**src/rtl/core/assert_macros.svh**
```systemverilog
// ----------------------------------------------------------------------------
// assert_macros.svh
// Assertion macros used by the top RTL file of the image slot upload block.
// ----------------------------------------------------------------------------
`ifndef ASSERT_MACROS_SVH
`define ASSERT_MACROS_SVH

// The consequent must hold in the same cycle as the antecedent.
`define ASSERT_IMPLIES(label, clk, rst_n, ante, cons) \
    label: assert property (@(posedge clk) disable iff (!rst_n) (ante) |-> (cons)) \
        else $error("assertion failed: same-cycle implication");

// The consequent must hold in the cycle after the antecedent.
`define ASSERT_NEXT(label, clk, rst_n, ante, cons) \
    label: assert property (@(posedge clk) disable iff (!rst_n) (ante) |=> (cons)) \
        else $error("assertion failed: next-cycle implication");

`endif

```
**src/rtl/core/isuc_pkg.sv**
```systemverilog
// ----------------------------------------------------------------------------
// isuc_pkg
// Types, constants and helper functions of the image slot upload controller.
// ----------------------------------------------------------------------------
`default_nettype none

package isuc_pkg;

    localparam int IMAGE_BYTES = 512;
    localparam int SLOT_COUNT  = 2;
    localparam int STORE_SIZE  = SLOT_COUNT * IMAGE_BYTES;

    localparam int IDX_W   = $clog2(IMAGE_BYTES);
    localparam int ADDR_W  = $clog2(STORE_SIZE);
    localparam int BYTES_W = $clog2(IMAGE_BYTES + 1);
    localparam int CHUNK_W = 7;
    localparam int SUM_W   = ((BYTES_W > CHUNK_W) ? BYTES_W : CHUNK_W) + 1;

    localparam logic [31:0] CRC_INIT = 32'hFFFF_FFFF;
    localparam logic [31:0] CRC_POLY = 32'hEDB8_8320;

    typedef enum logic [2:0] {
        OP_BEGIN  = 3'd0,
        OP_HEADER = 3'd1,
        OP_HEX    = 3'd2,
        OP_END    = 3'd3,
        OP_TEST   = 3'd4,
        OP_CLEAR  = 3'd5,
        OP_OTHER  = 3'd6
    } op_t;

    typedef enum logic [3:0] {
        ST_READY     = 4'd0,
        ST_OK        = 4'd1,
        ST_MALFORMED = 4'd2,
        ST_RANGE     = 4'd3,
        ST_BUSY      = 4'd4,
        ST_NOT_READY = 4'd5,
        ST_BAD_HEX   = 4'd6,
        ST_CRC       = 4'd7,
        ST_UNKNOWN   = 4'd8
    } status_t;

    // Commands from the controller to the datapath.
    typedef struct packed {
        logic exec;      // execute the item on the command port this cycle
        logic crc_run;   // read one stored byte into the CRC pipeline
        logic crc_done;  // CRC is final: compare and post the result
    } ctrl_cmd_t;

    // Status from the datapath to the controller.
    typedef struct packed {
        logic end_go;    // an end command now would start the CRC pass
        logic rd_last;   // the read index is at the last byte of the slot
        logic rsp_hold;  // a result is waiting and the receiver stalls
    } dp_status_t;

    typedef struct packed {
        logic       ok;
        logic [3:0] val;
    } hex_digit_t;

    function automatic hex_digit_t hex_decode(input logic [7:0] c);
        hex_digit_t d;
        d.ok  = 1'b1;
        d.val = 4'd0;
        if (c >= 8'h30 && c <= 8'h39) begin
            d.val = c[3:0];
        end else if ((c >= 8'h61 && c <= 8'h66) || (c >= 8'h41 && c <= 8'h46)) begin
            d.val = 4'(c[2:0] + 3'd1) + 4'd8;
        end else begin
            d.ok = 1'b0;
        end
        return d;
    endfunction

    // Reflected CRC-32 over one byte, bit by bit.
    function automatic logic [31:0] crc_byte(input logic [31:0] crc, input logic [7:0] data);
        logic [31:0] c;
        c = crc ^ {24'd0, data};
        for (int b = 0; b < 8; b++) begin
            c = (c >> 1) ^ (c[0] ? CRC_POLY : 32'd0);
        end
        return c;
    endfunction

endpackage

`default_nettype wire

```
**src/rtl/core/isuc_ctrl.sv**
```systemverilog
// ----------------------------------------------------------------------------
// isuc_ctrl
// Sequencer: accepts command items and walks the CRC pass of an end command.
// ----------------------------------------------------------------------------
`default_nettype none

module isuc_ctrl
    import isuc_pkg::*;
(
    input  wire logic       clk,
    input  wire logic       rst_n,
    input  wire logic       cmd_valid,
    input  wire logic [2:0] op,
    input  wire dp_status_t dp_status,
    output logic            cmd_stall,
    output ctrl_cmd_t       ctrl_cmd
);

    typedef enum logic [3:0] {
        S_IDLE  = 4'b0001,
        S_CRC   = 4'b0010,
        S_DRAIN = 4'b0100,
        S_CMP   = 4'b1000
    } state_t;

    state_t state_reg;
    state_t state_next;
    logic   accept;

    assign accept    = (state_reg == S_IDLE) && cmd_valid && !dp_status.rsp_hold;
    assign cmd_stall = (state_reg != S_IDLE) || dp_status.rsp_hold;

    always_comb
    begin
        state_next        = state_reg;
        ctrl_cmd.exec     = 1'b0;
        ctrl_cmd.crc_run  = 1'b0;
        ctrl_cmd.crc_done = 1'b0;
        unique case (state_reg)
            S_IDLE:
            begin
                ctrl_cmd.exec = accept;
                if (accept && op == OP_END && dp_status.end_go) begin
                    state_next = S_CRC;
                end
            end
            S_CRC:
            begin
                ctrl_cmd.crc_run = 1'b1;
                if (dp_status.rd_last) begin
                    state_next = S_DRAIN;
                end
            end
            S_DRAIN:
            begin
                // The last byte is folded into the CRC at this edge.
                state_next = S_CMP;
            end
            S_CMP:
            begin
                if (!dp_status.rsp_hold) begin
                    ctrl_cmd.crc_done = 1'b1;
                    state_next        = S_IDLE;
                end
            end
            default:
            begin
                state_next = S_IDLE;
            end
        endcase
    end

    always_ff @(posedge clk or negedge rst_n)
    begin
        if (!rst_n) begin
            state_reg <= S_IDLE;
        end else begin
            state_reg <= state_next;
        end
    end

endmodule

`default_nettype wire

```
**config.mk**
```make
export PLATFORM = sky130hd
export DESIGN_NAME = isuc_ctrl
export DESIGN_NICKNAME = d
export VERILOG_FILES = /design/src/rtl/core/assert_macros.svh /design/src/rtl/core/isuc_pkg.sv /design/src/rtl/core/isuc_ctrl.sv
export SDC_FILE = /design/constraint.sdc
export NUM_CORES = 1
export LEC_CHECK = 0
export ABC_AREA = 1
export BUFFER_PORTS_ARGS = -buffer_cell sky130_fd_sc_hd__buf_2
export CAP_MARGIN = 20
export CORE_AREA = 8 8 45 47
export DETAILED_ROUTE_END_ITERATION = 10
export DIE_AREA = 0 0 53 55
export MAX_ROUTING_LAYER = met4
export REMOVE_ABC_BUFFERS = 1
export SKIP_CTS_REPAIR_TIMING = 1
export SYNTH_ARGS = -nofsm -noshare
export SYNTH_HDL_FRONTEND = slang
export SYNTH_SLANG_ARGS = --single-unit
```
**constraint.sdc**
```tcl
create_clock -name clk -period 2.63 [get_ports clk]
set_input_delay 0.3945 -clock clk [delete_from_list [all_inputs] [get_ports clk]]
set_output_delay 0.3945 -clock clk [all_outputs]
set_load 0.05 [all_outputs]
```
== Yosys cells after proc, flatten, opt, wreduce, memory -nomap -nowiden ==
Cells that the tools add are included.
Widths: inputs -> output; s select.

* Reduce and logical (&&, ||, !) cells: 7
* Equal/unequal tests: 9
* Mux-type cells: 8

{| class="wikitable"
|+ Operator list
! cell !! number
|-
| $pmux 4 s4 || 1
|-
| $mux 4 || 3
|-
| $eq 4x1->1 const B || 1
|-
| $eq 4x2->1 const B || 1
|-
| $eq 4x3->1 const B || 1
|-
| $eq 4x4->1 const B || 1
|-
| $logic_and 1x1->1 || 4
|-
| $mux 1 || 4
|-
| $ne 2x2->1 const B || 2
|-
| $ne 4x1->1 const B || 1
|-
| $eq 3x2->1 const B || 1
|-
| $reduce_and 3->1 || 1
|-
| $ne 2x1->1 const B || 1
|-
| $logic_not 1->1 || 1
|-
| $logic_or 1x1->1 || 1
|}

* Input bits: 9
* Register bits after elaboration: 4

== Depth between registers and ports, before layout ==
Gate-level depths: netlist (run 1).

* Word-level depth: 7
* Depth in mapped cells: 7
* Mapped depth without buffers: 7

== Least setup slack after synthesis (run 1) ==
No wires, ideal clock.

* Path type: register to output
* From: register state_reg[0]
* To: output ctrl_cmd[2] in the netlist's numbering
* Slack: 0.392 ns
* Required time: 2.236 ns
* Arrival time: 1.843 ns
* Stages on the path, launching flop included: 5
* Buffers on the path: 0
* Path through: dfstp_2 -> nand2_1 -> nor2_4 -> nand2_1 -> nor2_1

{| class="wikitable"
|+ RTL lines
! item !! RTL line !! RTL
|-
| start: declaration || isuc_ctrl.sv:26 || <nowiki>state_t state_reg;</nowiki>
|-
| start signal: assignment || isuc_ctrl.sv:78 || <nowiki>state_reg <= state_next;</nowiki>
|-
| end: declaration || isuc_ctrl.sv:16 || <nowiki>output ctrl_cmd_t ctrl_cmd</nowiki>
|}

==> results of run 1 <==
## report_power, final
| part | internal [mW] | switching (mW) | leakage (nW) |
|---|---|---|---|
| logic | 0.0390 | 0.0810 | 0.181 |
| clock network | 0.0571 | 0.0282 | 0.0150 |
| registers | 0.0736 | 0.00696 | 0.0523 |
| total | 0.170 | 0.116 | 0.248 |
## cell usage after synthesis (all sizes together)
cell type	instances	share of area
a21oi	2	0.058
dfrtp	3	0.25
dfstp	1	0.087
inv	8	0.099
nand2	13	0.16
nand3	4	0.099
nand3b	1	0.025
nand4	1	0.070
nor2	9	0.15
## area by class of cell
type	instances	area (um^2)
repair buffers	13	70.1
multi-input cells	30	171
fillers	154	965
flip-flops and latches	4	101
clock buffers	4	26.3
well taps	16	20.0
inverters	8	30.0
## placed cells by master, fill, tap and decap left out, types with 2 or more instances in the layout
cell,count
nand2_1,13
buf_2,12
nor2_1,6
inv_2,4
inv_1,4
clkbuf_4,3
dfrtp_1,3
nor2_2,2
nand3_1,2
nand3_2,2
a21oi_2,2
## kinds of logic (layout without fill, tap and decap cells)
kind of cell,count (synthesis),count (layout)
and+or+nand+nor,28,28
buffers and inverters,8,25
AOI/OAI and AO/OA,2,2
DFF,4,4
## how the worst max path moves through the flow
stage / startpoint / slack (ns) / to
floorplan: state_reg[0] / 0.39 / ctrl_cmd[2]
global placement: state_reg[0] / 1.06 / ctrl_cmd[2]
detailed placement: state_reg[0] / 1.04 / ctrl_cmd[2]
CTS: state_reg[0] / 0.79 / ctrl_cmd[2]
global route: state_reg[0] / 0.68 / ctrl_cmd[2]
finish: state_reg[0] / 0.81 / ctrl_cmd[2]
## worst max-delay path, delay by kind of cell, from the launching register on
family | cells | cell delay [ns]
buf+inv | 1 | 0.26
flops | 1 | 0.54
simple gates | 4 | 0.40
## per-layer routing
layer  vias to the layer above  global-route usage  routed length, um
li1                        162                   -                  -
met1                       135              0.0551                282
met2                         2              0.0762                376
met3                         0              0.0160                  1
met4                         0              0.0517                  0
met5                         -                   -                  0
==> reports/results.ini, run 1 <==
[worst_setup_path]
start_kind = register
path_cells = nand2_1 > nor2_4 > nand2_1 > nor2_1 > buf_2
r2r_end = state_reg[0]
cp_max_fo = 4
critPathRequiredTime_ns = 2.24
worstSetupEndpointType = primary output
reg2reg_depth = 5
reg2reg_from = state_reg[0]
cpMostUsedCell = nand2_1
crit_type = reg2out
slowest_stage = dfstp_2
critPathArrivalTime_ns = 1.43
r2r_slack_ns = 1.54
critPathMaxStageDelay_ns = 0.54

[sta]
fin_crit_sh = 0.692
rsz0062_at_grt = false
worst_hold_slack_ns = 0.464
finalMaxSlewViolations = 0
skew_ns = 0.00372
fin_ws_ns = 0.809
tightest_slew_ns = 0.238
setup_tns_ns = 0
slew-limit-headroom = 0.841
hold_viol = 0
setup_viol = 0
fmax_ghz = 0.549
period_needed_ns = 1.82

[global_routing]
grt_antenna_before_repair = 0
grt_pass1_vias = 293
grt-ovfl-total = 0
grt_first_pass_wirelength_mm = 1.09
grt_usage = 0.0525
grt_max_degree = 5

[place]
dp_hpwl_um = 573
place_area_um2 = 383
dp_slack_ns = 1.04
dpl.cell_count = 70
gp_congestion = 0.744
place.port_buffers = 12

[die]
dieWidth_um = 53
initial_utilization = 0.219
rows = 14
ioPinCount = 13
die_area_um2 = 2920
die_y_um = 55
coreArea_um2 = 1380

[synth]
syn_avg_cell_area_um2 = 7.21
synth_compound_area_frac = 0.0579
synthMuxAreaShare = 0
syn-instance-count = 42
synthAdderAreaFrac = 0
yosys_warnings = 0
syn-cell-area_um2 = 303
synthSimpleGateAreaFrac = 0.508
synth_cell_types = 13
ys_seq_area_frac = 0.335
synth_xor_area_frac = 0
ys_ff_latch = 4
synth_top_family_by_area = simple AND/OR/NAND/NOR gates

[drt]
wirelength_um = 660
first_pass_iters = 2
vias = 299
drc = 0
avgViaCountPerCell = 3.99
drt_iter0_drc = 2
antenna_left = 0
post_drt_wl_per_cell_um = 8.80

[power_and_ir_drop]
p_leak_nw = 0.248
p_per_area_nw_per_um2 = 682
p_total_mw = 0.286
peakVddDrop_v = 0.000324

[clock_network]
cts_buffers = 3
cts.htree.levels = 1
clock-sinks = 4
clockBufferDepth = 2
clk_latency_ns = 0.24
cts-root-buf = clkbuf_4
cts_tree = yes
clkTransAtPathRegs_ns = 0.04

[finish]
diodes = 0
drive_gt1_frac = 0.475
finish.utilization = 0.303
nNetsFinal = 69
area_growth_pct = 38.4
final-instance-count-excl-fill = 75
largest_register_ffs = 4
design_area_um2 = 419

[outcome]
status = completed

[worst_hold_path]
worstHoldStart = cmd_valid
min_to = state_reg[1]
hold_path_class = in2reg
holdPathStages = 3

[flow_run]
timing.max_cap.violations = 0

No activity file was read; power rests on OpenSTA's default activity.
==> run 2: changes to the inputs <==
--- a/config.mk
+++ b/config.mk
@@ -5,7 +5,7 @@
 export SDC_FILE = /design/constraint.sdc
 export NUM_CORES = 1
 export LEC_CHECK = 0
-export ABC_AREA = 1
+export ABC_AREA = 0
 export BUFFER_PORTS_ARGS = -buffer_cell sky130_fd_sc_hd__buf_2
 export CAP_MARGIN = 20
 export CORE_AREA = 8 8 45 47
==> constraint.sdc (replaced) <==
create_clock -name clk -period 1.8 [get_ports clk]
set_input_delay 0.27 -clock clk [delete_from_list [all_inputs] [get_ports clk]]
set_output_delay 0.27 -clock clk [all_outputs]
set_load 0.05 [all_outputs]
==> run 2 against run 1 <==
Effect of this change:
- count of clock-buffer cells in the layout is the same
- power grew 34%
- area after synthesis shrank 17%
- highest routed layer unchanged
- global-route usage is the same
- combinational power grew 7%
- clock skew grew 0.0076 ns
- worst setup slack lost 0.72 ns
==> reports/results.ini, run 2 <==
[outcome]
status = completed

[clock_network]
clkTransAtPathRegs_ns = 0.04  ; about the same
clock-sinks = 4  ; unchanged
cts_buffers = 3  ; unchanged
cts.htree.levels = 1  ; unchanged
clockBufferDepth = 2  ; unchanged
cts-root-buf = clkbuf_4
cts_tree = yes
clk_latency_ns = 0.24  ; about the same

[synth]
yosysTopAreaCell = dfrtp_1
synth_area_leaders = dfrtp_1 (30%), dfstp_2 (10%), a221oi_2 (5.9%)
ys_ff_latch = 4  ; unchanged
syn-cell-area_um2 = 253  ; -17%
synth_cell_types = 21  ; +8
yosys_warnings = 0  ; unchanged
ys.flop_type = dfrtp_1
synth_common_cells = dfrtp_1 (3), nor2_1 (3), nor2b_1 (2), nor4_1 (2)
async_flop_share = 1.00  ; unchanged
syn_avg_cell_area_um2 = 9.36  ; +30%
synth_top_area_frac = 0.297  ; +0.0491
syn-instance-count = 27  ; -36%
synth_edf_count = 0  ; unchanged
ys_seq_area_frac = 0.401  ; +0.0663

[drt]
drt_iter0_drc = 2  ; unchanged
avgViaCountPerCell = 4.52  ; +13%
first_pass_iters = 4  ; +2
vias = 271  ; -9.4%
antenna_left = 0  ; unchanged
post_drt_wl_per_cell_um = 10.7  ; +21%
drc = 0  ; unchanged
wirelength_um = 640  ; -3.0%

[power_and_ir_drop]
peakVddDrop_v = 0.000298  ; -8.0%
p_per_area_nw_per_um2 = 968  ; +42%
p_leak_nw = 0.177  ; -29%

[global_routing]
grt_usage = 0.0525  ; unchanged
grt-ovfl-total = 0  ; unchanged
grt_max_degree = 11  ; +6
grt_antenna_before_repair = 0  ; unchanged
grt_first_pass_wirelength_mm = 1.08  ; -1.3%
grt_pass1_vias = 251  ; -14%

[finish]
diodes = 0  ; unchanged
mostFrequentLayoutCell = buf_2
drive_gt1_frac = 0.500  ; +0.0254
final_cell_mix = buf_2 (10), clkbuf_4 (5), nor2_1 (3)
largest_register_ffs = 4  ; unchanged
design_area_um2 = 394  ; -6.0%
area_growth_pct = 55.9
nNetsFinal = 54  ; -22%

[sta]
tightest_slew_ns = 0.289  ; +0.0508 ns
setup_viol = 0  ; unchanged
worst_hold_slack_ns = 0.309  ; -0.155 ns
fin_crit_sh = 0.953
skew_ns = 0.0113  ; +0.00756 ns
fmax_ghz = 0.583
finalMaxSlewViolations = 0  ; unchanged
rsz0062_at_grt = true
slew-limit-headroom = 0.806  ; -0.0351
setup_tns_ns = 0  ; unchanged
period_needed_ns = 1.71
hold_viol = 0  ; unchanged

[die]
ioPinCount = 13  ; unchanged
die_y_um = 55  ; unchanged
die_area_um2 = 2920  ; unchanged
rows = 14  ; unchanged
initial_utilization = 0.183  ; -0.0362
coreArea_um2 = 1380  ; unchanged
dieWidth_um = 53  ; unchanged

[worst_setup_path]
r2r_end = state_reg[1]
critPathMaxStageDelay_ns = 0.45  ; -0.09 ns
critPathArrivalTime_ns = 1.44  ; about the same
slowest_stage = dfrtp_1
path_cells = nor2b_1 > nor4b_1 > buf_2
start_kind = register
reg2reg_depth = 3  ; -2
crit_type = reg2out
r2r_slack_ns = 0.39  ; -1.15 ns
worstSetupEndpointType = primary output
reg2reg_from = state_reg[1]
cp_max_fo = 6  ; +2
critPathRequiredTime_ns = 1.53  ; -0.71 ns

[worst_hold_path]
worstHoldStart = dp_status[1]
min_to = state_reg[1]
hold_path_class = in2reg
holdPathStages = 3  ; unchanged

[place]
place_area_um2 = 337  ; -12%
place.port_buffers = 12  ; unchanged
gp_congestion = 0.766  ; +3.0%

[flow_run]
timing.max_cap.violations = 0  ; unchanged

## run 2: changes by cell type in the layout (fill, tap and decap cells not counted), moves of 2 or more
| cell | change |
|---|---|
| a21oi_2 | -2 |
| buf_2 | -2 |
| clkbuf_4 | +2 |
| inv_1 | -4 |
| inv_2 | -3 |
| nand2_1 | -12 |
| nand3_1 | -2 |
| nand3_2 | -2 |
| nor2_1 | -3 |
| nor2_2 | -2 |
| nor2b_1 | +2 |
## run 2: kinds of logic (layout without fill, tap and decap cells)
logic type	after synthesis	after routing	share of synthesized area
simple gates	16	16	0.401
compound gates	5	5	0.168
flops	4	4	0.401
buf+inv	2	19	0.0297
## run 2: final cells by class
class,instances,area (um^2)
clock buffers,4,26.3
fillers,151,990
inverters,1,3.75
multi-input cells,21,159
flip-flops and latches,4,103
well taps,16,20.0
repair buffers,14,82.6
## run 2: power by group
part | total [mW] | internal [mW] | switching, mW
sequential | 0.130 | 0.103 | 0.0269
clock | 0.122 | 0.0833 | 0.0389
combinational | 0.129 | 0.0535 | 0.0759
total | 0.382 | 0.240 | 0.142
## run 2: critical path: cells and delay by family (launching register included)
family | cells | cell delay (ns)
buffers and inverters | 1 | 0.31
flip-flops | 1 | 0.45
AND/OR/NAND/NOR | 2 | 0.45
## run 2: how the worst max path moves through the flow
stage / slack, ns / endpoint / startpoint
floorplan: -0.72 / ctrl_cmd[0] / state_reg[3]
global placement: 0.23 / ctrl_cmd[2] / state_reg[1]
detailed placement: 0.19 / ctrl_cmd[2] / state_reg[1]
CTS: -0.08 / ctrl_cmd[2] / state_reg[1]
global route: -0.01 / ctrl_cmd[0] / state_reg[2]
finish: 0.09 / ctrl_cmd[0] / state_reg[2]
## run 2: routing by layer
layer	GRT usage	share of wire
met1	0.0613	0.46
met2	0.0664	0.49
met3	0.0267	0.052
met4	0.0388	0
met5	-	0
## run 2: through the flow
| step | util | cells | power [mW] | setup slack [ns] |
|---|---|---|---|---|
| 2_1_floorplan | - | 26 | 0.208 | -0.723 |
| 3_3_place_gp | 0.243 | 55 | 0.238 | 0.229 |
| 3_5_place_dp | 0.243 | 55 | 0.242 | 0.186 |
| 4_1_cts | 0.262 | 59 | 0.370 | -0.0792 |
| 5_1_grt | 0.285 | 60 | 0.409 | -0.0147 |
| 6_report | 0.285 | 60 | 0.382 | 0.0851 |
